## config.mk

```make
export PLATFORM = sky130hd
export DESIGN_NAME = qmsm_lane
export DESIGN_NICKNAME = d
export VERILOG_FILES = /design/src/hw/rtl/qmsm_pkg.sv /design/src/hw/rtl/qmsm_lane.sv
export SDC_FILE = /design/constraint.sdc
export NUM_CORES = 2
export LEC_CHECK = 0
export BUFFER_PORTS_ARGS = -buffer_cell sky130_fd_sc_hd__buf_2
export CAP_MARGIN = 20
export CORE_MARGIN = 3
export CORE_UTILIZATION = 50
export DETAILED_ROUTE_END_ITERATION = 10
export GPL_ROUTABILITY_DRIVEN = 0
export PLACE_DENSITY = 0.76
export RECOVER_POWER = 100
export SLEW_MARGIN = 40
export SYNTH_ARGS = -nofsm -noshare
export SYNTH_HDL_FRONTEND = slang
export SYNTH_SLANG_ARGS = --single-unit
```

## constraint.sdc

```tcl
create_clock -name clk -period 10.1 [get_ports clk]
set_input_delay 1.01 -clock clk [delete_from_list [all_inputs] [get_ports clk]]
set_output_delay 1.01 -clock clk [all_outputs]
set_load 0.01 [all_outputs]
```

## src/hw/rtl/qmsm_pkg.sv

```systemverilog
// ----------------------------------------------------------------------------
// qmsm_pkg - shared types, constants and arithmetic helpers
// Frame and register types, the per-motor slot table, divide-by-100 helpers
// and the Q15 truncation used by the stick mixer lanes.
// ----------------------------------------------------------------------------
package qmsm_pkg;

	localparam int LANE_STAGES = 13;
	localparam int CHAIN_W     = 11;
	localparam int SUM_W       = 30;
	localparam int ACC_W       = SUM_W - 15;

	localparam logic [6:0] CUT_THROTTLE = 7'd3;
	localparam logic [6:0] STICK_CENTER = 7'd50;
	localparam logic [6:0] DUTY_MIN     = 7'd1;
	localparam logic [6:0] DUTY_MAX     = 7'd98;

	typedef enum logic [1:0] {
		CH_ROLL,
		CH_PITCH,
		CH_YAW
	} ch_t;

	typedef enum logic [2:0] {
		REG_HIGH_THR,
		REG_LOW_THR,
		REG_THROTTLE_GAIN,
		REG_ROLL_GAIN,
		REG_PITCH_GAIN,
		REG_YAW_GAIN,
		REG_PWM_PERIOD,
		REG_DUTY_LIMIT
	} reg_idx_t;

	typedef struct packed {
		logic [6:0]  high_thr;
		logic [6:0]  low_thr;
		logic [15:0] throttle_gain;
		logic [15:0] roll_gain;
		logic [15:0] pitch_gain;
		logic [15:0] yaw_gain;
		logic [15:0] pwm_period;
		logic [15:0] duty_limit;
	} cfg_t;

	typedef struct packed {
		logic [6:0] throttle;
		logic [6:0] roll;
		logic [6:0] pitch;
		logic [6:0] yaw;
	} frame_t;

	typedef struct packed {
		logic [6:0] dev;
		ch_t        ch;
	} slot_t;

	typedef slot_t [2:0] slots_t;

	// Per motor: positive motions first in channel order, then negative ones.
	localparam ch_t SLOT_CH [4][3] = '{
		'{CH_PITCH, CH_YAW,   CH_ROLL},
		'{CH_ROLL,  CH_PITCH, CH_YAW},
		'{CH_ROLL,  CH_PITCH, CH_YAW},
		'{CH_ROLL,  CH_YAW,   CH_PITCH}
	};
	// Bit k set: slot k reacts to the stick above the high threshold.
	localparam logic [2:0] SLOT_POS [4] = '{3'b011, 3'b000, 3'b011, 3'b011};

	function automatic logic [6:0] stick_of(input frame_t f, input ch_t c);
		logic [6:0] s;
		case (c)
			CH_ROLL:  s = f.roll;
			CH_PITCH: s = f.pitch;
			CH_YAW:   s = f.yaw;
			default:  s = '0;
		endcase
		return s;
	endfunction

	function automatic logic [15:0] gain_of(input cfg_t cfg, input ch_t c);
		logic [15:0] g;
		case (c)
			CH_ROLL:  g = cfg.roll_gain;
			CH_PITCH: g = cfg.pitch_gain;
			CH_YAW:   g = cfg.yaw_gain;
			default:  g = '0;
		endcase
		return g;
	endfunction

	// Deduction of one slot: |stick - 50| when its motion is selected, else zero.
	function automatic logic [6:0] slot_dev(input logic [6:0] s, input cfg_t cfg,
		input logic pos);
		logic above;
		logic below;
		logic sel;
		above = s > cfg.high_thr;
		below = s < cfg.low_thr;
		sel   = pos ? above : (!above && below);
		if (!sel)
			return '0;
		return (s >= STICK_CENTER) ? (s - STICK_CENTER) : (STICK_CENTER - s);
	endfunction

	// Stable descending sort of three slots.
	function automatic slots_t sort3(input slots_t s);
		slots_t     r;
		logic [1:0] rk [3];
		rk[0] = 2'(s[1].dev > s[0].dev) + 2'(s[2].dev > s[0].dev);
		rk[1] = 2'(s[0].dev >= s[1].dev) + 2'(s[2].dev > s[1].dev);
		rk[2] = 2'(s[0].dev >= s[2].dev) + 2'(s[1].dev >= s[2].dev);
		r = s;
		for (int i = 0; i < 3; i++)
			r[rk[i]] = s[i];
		return r;
	endfunction

	// floor(x / 100), exact for x < 2^16
	function automatic logic [9:0] div100_u16(input logic [15:0] x);
		logic [33:0] pr;
		pr = {18'd0, x} * 34'd167773;
		return pr[33:24];
	endfunction

	// floor(x / 100), exact for x < 6553600 (quotient fits 16 bits)
	function automatic logic [15:0] div100_u23(input logic [22:0] x);
		logic [46:0] pr;
		pr = {24'd0, x} * 47'd10737419;
		return pr[45:30];
	endfunction

	// Signed divide by 100 truncating toward zero; magnitude stays below 2^16.
	function automatic logic signed [CHAIN_W-1:0] div100s(input logic signed [20:0] v);
		logic [20:0]                mag;
		logic [9:0]                 q;
		logic signed [CHAIN_W-1:0]  r;
		mag = v[20] ? -v : v;
		q   = div100_u16(mag[15:0]);
		r   = $signed({1'b0, q});
		return v[20] ? -r : r;
	endfunction

	// Divide by 32768 truncating toward zero.
	function automatic logic signed [ACC_W-1:0] trunc_q15(input logic signed [SUM_W-1:0] v);
		logic signed [ACC_W-1:0] q;
		q = v[SUM_W-1:15];
		if (v[SUM_W-1] && (v[14:0] != '0))
			q = q + 15'sd1;
		return q;
	endfunction

	function automatic logic [6:0] duty_clamp(input logic signed [ACC_W-1:0] raw);
		if (raw[ACC_W-1] || (raw == '0))
			return DUTY_MIN;
		if (raw[ACC_W-2:0] > {7'd0, DUTY_MAX})
			return DUTY_MAX;
		return raw[6:0];
	endfunction

endpackage

```

## src/hw/rtl/qmsm_lane.sv

```systemverilog
// ----------------------------------------------------------------------------
// qmsm_lane - mixing pipeline for one motor
// Selects and sorts the deductions, runs the throttle share chain and the
// gain weighting, clamps the duty and scales it into a PWM compare value.
// ----------------------------------------------------------------------------
module qmsm_lane #(
	parameter int MOTOR        = 0,
	parameter int COMPARE_BITS = 16
) (
	input  logic                               clk,
	input  logic [qmsm_pkg::LANE_STAGES-1:0]   adv,
	input  qmsm_pkg::frame_t                   frame,
	input  qmsm_pkg::cfg_t                     cfg,
	output logic [6:0]                         duty,
	output logic [15:0]                        compare
);

	localparam logic [32:0] CMP_LIM = (33'd1 << COMPARE_BITS) - 33'd1;

	// stage 1: select and sort
	qmsm_pkg::slots_t raw_slots;
	qmsm_pkg::slots_t slots_s1, slots_s2, slots_s3, slots_s4, slots_s5;
	logic [6:0]       t_s1, t_s2, t_s3, t_s4, t_s5, t_s6, t_s7, t_s8, t_s9;

	always_comb begin
		for (int k = 0; k < 3; k++) begin
			raw_slots[k].ch  = qmsm_pkg::SLOT_CH[MOTOR][k];
			raw_slots[k].dev = qmsm_pkg::slot_dev(
				qmsm_pkg::stick_of(frame, qmsm_pkg::SLOT_CH[MOTOR][k]), cfg,
				qmsm_pkg::SLOT_POS[MOTOR][k]);
		end
	end

	always_ff @(posedge clk) begin
		if (adv[0]) begin
			slots_s1 <= qmsm_pkg::sort3(raw_slots);
			t_s1     <= frame.throttle;
		end
	end

	// stage 2: 2*d0*t
	logic [14:0] p0_s2;

	always_ff @(posedge clk) begin
		if (adv[1]) begin
			p0_s2    <= {7'd0, slots_s1[0].dev, 1'b0} * {8'd0, t_s1};
			slots_s2 <= slots_s1;
			t_s2     <= t_s1;
		end
	end

	// stage 3: m = 2*d0*t / 100
	logic [9:0] m_div;
	logic [7:0] m_s3, m_s4, m_s5;

	assign m_div = qmsm_pkg::div100_u16({1'b0, p0_s2});

	always_ff @(posedge clk) begin
		if (adv[2]) begin
			m_s3     <= m_div[7:0];
			slots_s3 <= slots_s2;
			t_s3     <= t_s2;
		end
	end

	// stage 4: 2*d1*(t-m) and m*gain0
	logic signed [8:0]  e1;
	logic signed [17:0] p1_s4;
	logic [23:0]        g0m_s4;

	assign e1 = $signed({2'b00, t_s3}) - $signed({1'b0, m_s3});

	always_ff @(posedge clk) begin
		if (adv[3]) begin
			p1_s4    <= $signed({1'b0, slots_s3[1].dev, 1'b0}) * e1;
			g0m_s4   <= {16'd0, m_s3} *
				{8'd0, qmsm_pkg::gain_of(cfg, slots_s3[0].ch)};
			m_s4     <= m_s3;
			slots_s4 <= slots_s3;
			t_s4     <= t_s3;
		end
	end

	// stage 5: n - m and the first deduction (m is never negative)
	logic signed [qmsm_pkg::CHAIN_W-1:0] q1_s5;
	logic signed [qmsm_pkg::ACC_W-1:0]   acc0_s5, acc0_s6;

	always_ff @(posedge clk) begin
		if (adv[4]) begin
			q1_s5    <= qmsm_pkg::div100s({{3{p1_s4[17]}}, p1_s4});
			acc0_s5  <= $signed({6'd0, g0m_s4[23:15]});
			m_s5     <= m_s4;
			slots_s5 <= slots_s4;
			t_s5     <= t_s4;
		end
	end

	// stage 6: 2*d2*(t-n) and (n-m)*gain1
	typedef qmsm_pkg::ch_t ch_hold_t;

	logic signed [11:0] n_val;
	logic signed [11:0] e2;
	logic signed [20:0] p2_s6;
	logic signed [27:0] g1q_s6;
	ch_hold_t           ch2_s6, ch2_s7;

	assign n_val = $signed({4'd0, m_s5}) + {q1_s5[qmsm_pkg::CHAIN_W-1], q1_s5};
	assign e2    = $signed({5'd0, t_s5}) - n_val;

	always_ff @(posedge clk) begin
		if (adv[5]) begin
			p2_s6   <= $signed({1'b0, slots_s5[2].dev, 1'b0}) * e2;
			g1q_s6  <= q1_s5 * $signed({1'b0, qmsm_pkg::gain_of(cfg, slots_s5[1].ch)});
			acc0_s6 <= acc0_s5;
			ch2_s6  <= slots_s5[2].ch;
			t_s6    <= t_s5;
		end
	end

	// stage 7: p - n and the second deduction
	logic signed [qmsm_pkg::CHAIN_W-1:0] q2_s7;
	logic signed [qmsm_pkg::SUM_W-1:0]   sum1;
	logic signed [qmsm_pkg::ACC_W-1:0]   acc1_s7, acc1_s8;

	assign sum1 = $signed({acc0_s6, 15'd0}) + $signed({{2{g1q_s6[27]}}, g1q_s6});

	always_ff @(posedge clk) begin
		if (adv[6]) begin
			q2_s7   <= qmsm_pkg::div100s(p2_s6);
			acc1_s7 <= qmsm_pkg::trunc_q15(sum1);
			ch2_s7  <= ch2_s6;
			t_s7    <= t_s6;
		end
	end

	// stage 8: (p-n)*gain2 and t*throttle_gain
	logic signed [27:0] g2q_s8;
	logic [22:0]        tt_s8, tt_s9;

	always_ff @(posedge clk) begin
		if (adv[7]) begin
			g2q_s8  <= q2_s7 * $signed({1'b0, qmsm_pkg::gain_of(cfg, ch2_s7)});
			tt_s8   <= {16'd0, t_s7} * {7'd0, cfg.throttle_gain};
			acc1_s8 <= acc1_s7;
			t_s8    <= t_s7;
		end
	end

	// stage 9: third deduction
	logic signed [qmsm_pkg::SUM_W-1:0] sum2;
	logic signed [qmsm_pkg::ACC_W-1:0] acc2_s9;

	assign sum2 = $signed({acc1_s8, 15'd0}) + $signed({{2{g2q_s8[27]}}, g2q_s8});

	always_ff @(posedge clk) begin
		if (adv[8]) begin
			acc2_s9 <= qmsm_pkg::trunc_q15(sum2);
			tt_s9   <= tt_s8;
			t_s9    <= t_s8;
		end
	end

	// stage 10: raw duty, throttle cut and clamp
	logic signed [qmsm_pkg::SUM_W-1:0] raw_sum;
	logic signed [qmsm_pkg::ACC_W-1:0] raw_duty;
	logic [6:0]                        duty_s10, duty_s11, duty_s12, duty_s13;

	assign raw_sum  = $signed({7'd0, tt_s9}) - $signed({acc2_s9, 15'd0});
	assign raw_duty = qmsm_pkg::trunc_q15(raw_sum);

	always_ff @(posedge clk) begin
		if (adv[9]) begin
			duty_s10 <= (t_s9 < qmsm_pkg::CUT_THROTTLE) ? qmsm_pkg::DUTY_MIN :
				qmsm_pkg::duty_clamp(raw_duty);
		end
	end

	// stages 11-13: compare = ((duty * period) / 100 * limit) >> 16
	logic [22:0] x_s11;
	logic [15:0] xd_s12;
	logic [31:0] scaled;
	logic [15:0] cmp_s13;

	assign scaled = {16'd0, xd_s12} * {16'd0, cfg.duty_limit};

	always_ff @(posedge clk) begin
		if (adv[10]) begin
			x_s11    <= {16'd0, duty_s10} * {7'd0, cfg.pwm_period};
			duty_s11 <= duty_s10;
		end
		if (adv[11]) begin
			xd_s12   <= qmsm_pkg::div100_u23(x_s11);
			duty_s12 <= duty_s11;
		end
		if (adv[12]) begin
			cmp_s13  <= ({17'd0, scaled[31:16]} > CMP_LIM) ? CMP_LIM[15:0] :
				scaled[31:16];
			duty_s13 <= duty_s12;
		end
	end

	assign duty    = duty_s13;
	assign compare = cmp_s13;

endmodule

```

# Yosys cells after proc, flatten, opt, wreduce, memory -nomap -nowiden
# Index checks and enable logic that the tools add are counted.
# op_classes
add_sub_neg	22
multipliers	13
order_cmp	21
n_eq_ne	6
mux	37
reduce_logical	16
# ops
cell	count
case mux 16 bit (3 select lines)	3
bitwise mux 27 bit	3
two-way mux 16 bit	5
two-way mux 7 bit	10
multiplier 16 x 18 -> 34 bit (second input constant)	2
multiplier 11 x 17 -> 28 bit	2
demux 9 bit (select 2 bit)	3
multiplier 23 x 24 -> 46 bit (second input constant)	1
multiplier 7 x 16 -> 23 bit	2
two-way mux 15 bit	3
nonzero test 15 bit	3
greater-than comparator 7 bit	6
multiplier 16 x 16 -> 32 bit	1
negation 16 bit	2
multiplier 14 x 18 -> 31 bit (second input constant)	1
adder 15 x 2 -> 15 bit (second input constant)	2
adder 30 x 28 -> 30 bit	1
subtractor 24 x 30 -> 30 bit	1
adder 25 x 28 -> 29 bit	1
two-way mux 9 bit	3
multiplier 8 x 16 -> 24 bit	1
negation 10 -> 11 bit	2
>= comparator 7 x 6 -> 1 bit (second input constant)	3
>= comparator 7 bit	3
24 further kinds	51
# word_totals
ff_bits	525
output_inout_bits	23

# Depth between registers and ports, before layout
# depth
word_depth	13
mapped_depth	31
ltp_nobuf	31

# Least setup slack after synthesis
# Ideal clock, no wire load.
# synth_timing
kind	reg-to-reg
start	reg p1_s4[5]
end	reg q1_s5[7] (netlist name) (data pin)
setup_time_ps	263
t_arrival_ps	7329
setup_slack_ps	2508
stages_incl_launch_ff	27
synth_period_minus_slack_ps	7592
path_cell_list	edfxtp_1 nor4_1 nand2b_1 nor2_1 nand2_1 o41ai_2 xor2_1 xor2_1 fa_1 fa_1 inv_1 fa_1 inv_1 fa_1 fa_1 ha_1 and3_1 and3_1 a31oi_1 nand2_1 o2111a_1 a2111oi_1 a32o_1 nand3_1 a2bb2oi_1 o32ai_1 xnor2_1
# synth_via
elab_chain_cells	5
# synth_rtl
element	line_no	source
from (decl)	qmsm_lane.sv:68	logic signed [17:0] p1_s4;
from (signal assigned)	qmsm_lane.sv:75	p1_s4 <= $signed({1'b0, slots_s3[1].dev, 1'b0}) * e1;
negation 16 bit	qmsm_pkg.sv:138	mag = v[20] ? -v : v;
two-way mux 16 bit *	qmsm_pkg.sv:138	
multiplier 16 x 18 -> 34 bit *	qmsm_pkg.sv:122	pr = {18'd0, x} * 34'd167773;
negation 10 -> 11 bit	qmsm_pkg.sv:141	return v[20] ? -r : r;
two-way mux 10 bit *	qmsm_pkg.sv:141	
to (signal assigned)	qmsm_lane.sv:90	q1_s5 <= qmsm_pkg::div100s({{3{p1_s4[17]}}, p1_s4});
to (decl)	qmsm_lane.sv:85	logic signed [qmsm_pkg::CHAIN_W-1:0] q1_s5;
# Every way passes the cells marked *; elsewhere a longest branch is shown, timed or not.
# A chain may end at the register's enable or synchronous reset.

# Final worst setup path
# layout_timing
start	reg p1_s4[3]
end	reg q1_s5[9] (netlist name) (data pin)
# Same word-level chain as after synthesis.

==> summary.md <==
| Metric | Value |
|---|---|
| Multiplexer area fraction after synthesis | 0.731% |
| Final min period | 8970 ps |
| Layout cells sized above 1 | 3.78% |
| Fin Clk Skew | 58.5 ps |
| Routed wire length | 178000 um |
| Synth area leaders | fa_1 31%, ha_1 19%, edfxtp_1 19% |
| TritonCTS Sinks | 505 |
| Setup TNS | 0 ps |
| Post-DP HPWL | 148000 um |
| Routed Antenna Nets | 0 |
| Max-slew violations | 445 |
| Avg Vias per Cell | 5.37 |
| Post-synthesis adder-cell area fraction | 50.4% |
| EDFF count, synth | 505 |
| Post-synth design cell area | 81500 um2 |
| Violated checks | max-capacitance violations, max-slew violations |
| DR DRC count | 0 |
| Grt ovf | 0 |
| Number of gates resized after CTS | 0 |
| YS warnings | 0 |
| Crit-path max FO | 7 |
| Crit path required time | 10550 ps |
| Vias in the first global route | 60700 |
| Worst-Skew Late Latency | 710 ps |
| P&R area growth vs syn | 6.34% |
| H-tree levels | 2 |
| Die width | 410 um |
| Core area | 161000 um2 |
| IO Count | 175 |
| HP Class | register to register |
| Crit path launch | p1_s4[3] |
| Post-synth top area cell | fa_1 |
| CP endpoint kind | register |
| Clock-pin slew on the worst setup and hold paths | 60 ps |
| Cell count after synthesis | 8081 |
| Most frequent cell after synthesis | inv_1 |
| Global-route usage over all layers | 21.7% |
| CTS tree | built |
| Yosys top cell area share | 31.3% |
| First-pass GRT wire length | 300000 um |
| Synth Area in XOR/XNOR | 3.42% |
| Sequential-to-total area share from yosys stat | 18.6% |
| Status | finished with violations |
| Min-delay src | slots_s2[21] |
| I/O Buffers | 174 |
| Syn avg cell area | 10.1 um2 |
| Clock root buffer | clkbuf_16 |
| Peak Freq | 111 MHz |
| Setup-failing EPs final | 0 |
| Compound-Gate Fraction of Synth Area | 6.21% |
| CTS Buffer Depth | 3 |
| Maximum Capacitance Violations | 10 |
| Clock buffer count from CTS | 59 |
| Initial core utilization | 50.5% |
| Largest net degree at the start of global routing | 74 |
| Post-synthesis cell type count | 93 |
| RSZ-0062 raised after global routing | no |
| Setup CP Type | register to register |
| Routed len/inst | 17.1 um |
| Register bit total from synthesis | 505 |
| Cts hold-fix bufs | 0 |
| Slew @ Worst Pin | 4090 ps |
| Top cells by count, synth | 1759 x inv_1, 1276 x fa_1, 1242 x ha_1 |
| DR iter-0 viols | 3406 |
| Final Hold Fails | 0 |
| Die Y | 410 um |
| Final period util | 88.8% |
| Slew HR | -173% |
| Type of origin of the critical path | register |
| Simple-gate portion of the synthesized area | 11.8% |
| Post-Syn Nets | 10800 |
| Final #Nets | 10900 |
| Via count | 55900 |
| Arr. time, crit path | 9420 ps |
| FF-to-FF Start | p1_s4[3] |
| Die area | 168000 um2 |
| Top_reg_cell synth | edfxtp_1 |
| Initial antenna violation count | 1 |
| Async set or reset register ratio after synthesis | 0% |
| Largest family of logic cells by synthesized area | adder cells |
| Drt first pass iters | 8 |
| Post-CTS setup buffers | 0 |
| Row count | 147 |
per-stage QoR:
stage	hold slack [ps]	setup WS, ps	std cells	instance area [um2]	utilization (%)
after global placement	400	1870	10300	84700	52.5
final	375	1130	10400	86700	53.7
after detailed placement	405	1510	10300	84800	52.6
after global routing	391	443	10400	86600	53.7
after floorplan	400	2510	8081	81500	-
after CTS	373	1430	10400	86800	53.8
cell usage in the layout (no fill, tap or decap), drive strengths merged, types with 31 or more instances in the layout:
cell / n
nand3: 58
a21o: 63
buf: 164
inv: 1765
o21bai: 31
nor2b: 71
and2: 482
a21oi: 235
nand4: 34
xnor2: 238
mux2i: 55
nand2b: 55
xor2: 80
nor3: 56
ha: 1242
o21ai: 186
fa: 1276
nor2: 270
nand2: 830
clkbuf: 114
edfxtp: 505
o21a: 54
cell type report:
class	count	area (um2)
Antenna cell	2	5.00
Clock buffer	65	1500
Clock inverter	40	458
Fill cell	13700	74700
Inverter	1761	6610
Multi-Input combinational cell	5660	59100
Sequential cell	505	15200
Tap cell	2160	2700
Timing Repair Buffer	213	1080
logic make-up (layout without fill, tap and decap cells):
| family | Yosys count | in the layout |
|---|---|---|
| adder cells (fa/ha/maj) | 2518 | 2518 |
| AND/OR/NAND/NOR | 1981 | 1981 |
| buffers and inverters | 1916 | 2079 |
| AO/OA/AOI/OAI | 784 | 784 |
| flip-flops | 505 | 505 |
| XOR/XNOR | 318 | 318 |
| multiplexers | 59 | 59 |
| other | 0 | 2 |
path summary, 6_finish.rpt:
| path | cells after the start | slack (ps) | end |
|---|---|---|---|
| max | 26 | 1130 | q1_s5[9] |
| min reg2reg | 0 | 370 | slots_s3[21] |
| max reg2reg | 26 | 1130 | q1_s5[9] |
| min | 0 | 370 | slots_s3[21] |
worst max-delay path, stage by stage, from the launching register on:
cell and delay (ps):
edfxtp_1 460, nor4_1 470, nand2b_1 140, nor2_1 170, nand2_1 150, o41ai_1 580
xor2_1 660, xor2_1 470, fa_1 550, fa_1 560, inv_1 60, fa_1 540
inv_1 60, fa_1 440, fa_1 490, ha_1 340, and3_1 180, and3_1 210
nand4_1 110, a21oi_1 330, nor2_1 160, o311ai_1 610, a41o_1 310, xor2_1 210
o21ba_2 200, a21oi_1 190, xnor2_1 80
routing by layer:
metal | track usage [%] | up-vias | share of wire, %
li1 | - | 25900 | -
met1 | 27.6 | 28000 | 41
met2 | 38.1 | 1623 | 50
met3 | 2.80 | 381 | 5.8
met4 | 7.87 | 0 | 3.8
met5 | 0 | - | 0
sequential cells by signal, summed over array words and instances, names as in the netlist, 20 cells and up:
signal,flops
g1q_s6,28
x_s11,23
tt_s9,23
slots_s1,27
tt_s8,23
slots_s2,20
slots_s3,20
g2q_s8,28
Power is not shown: default switching activity piles up to over one toggle a cycle in this logic, so the estimate is an artifact.
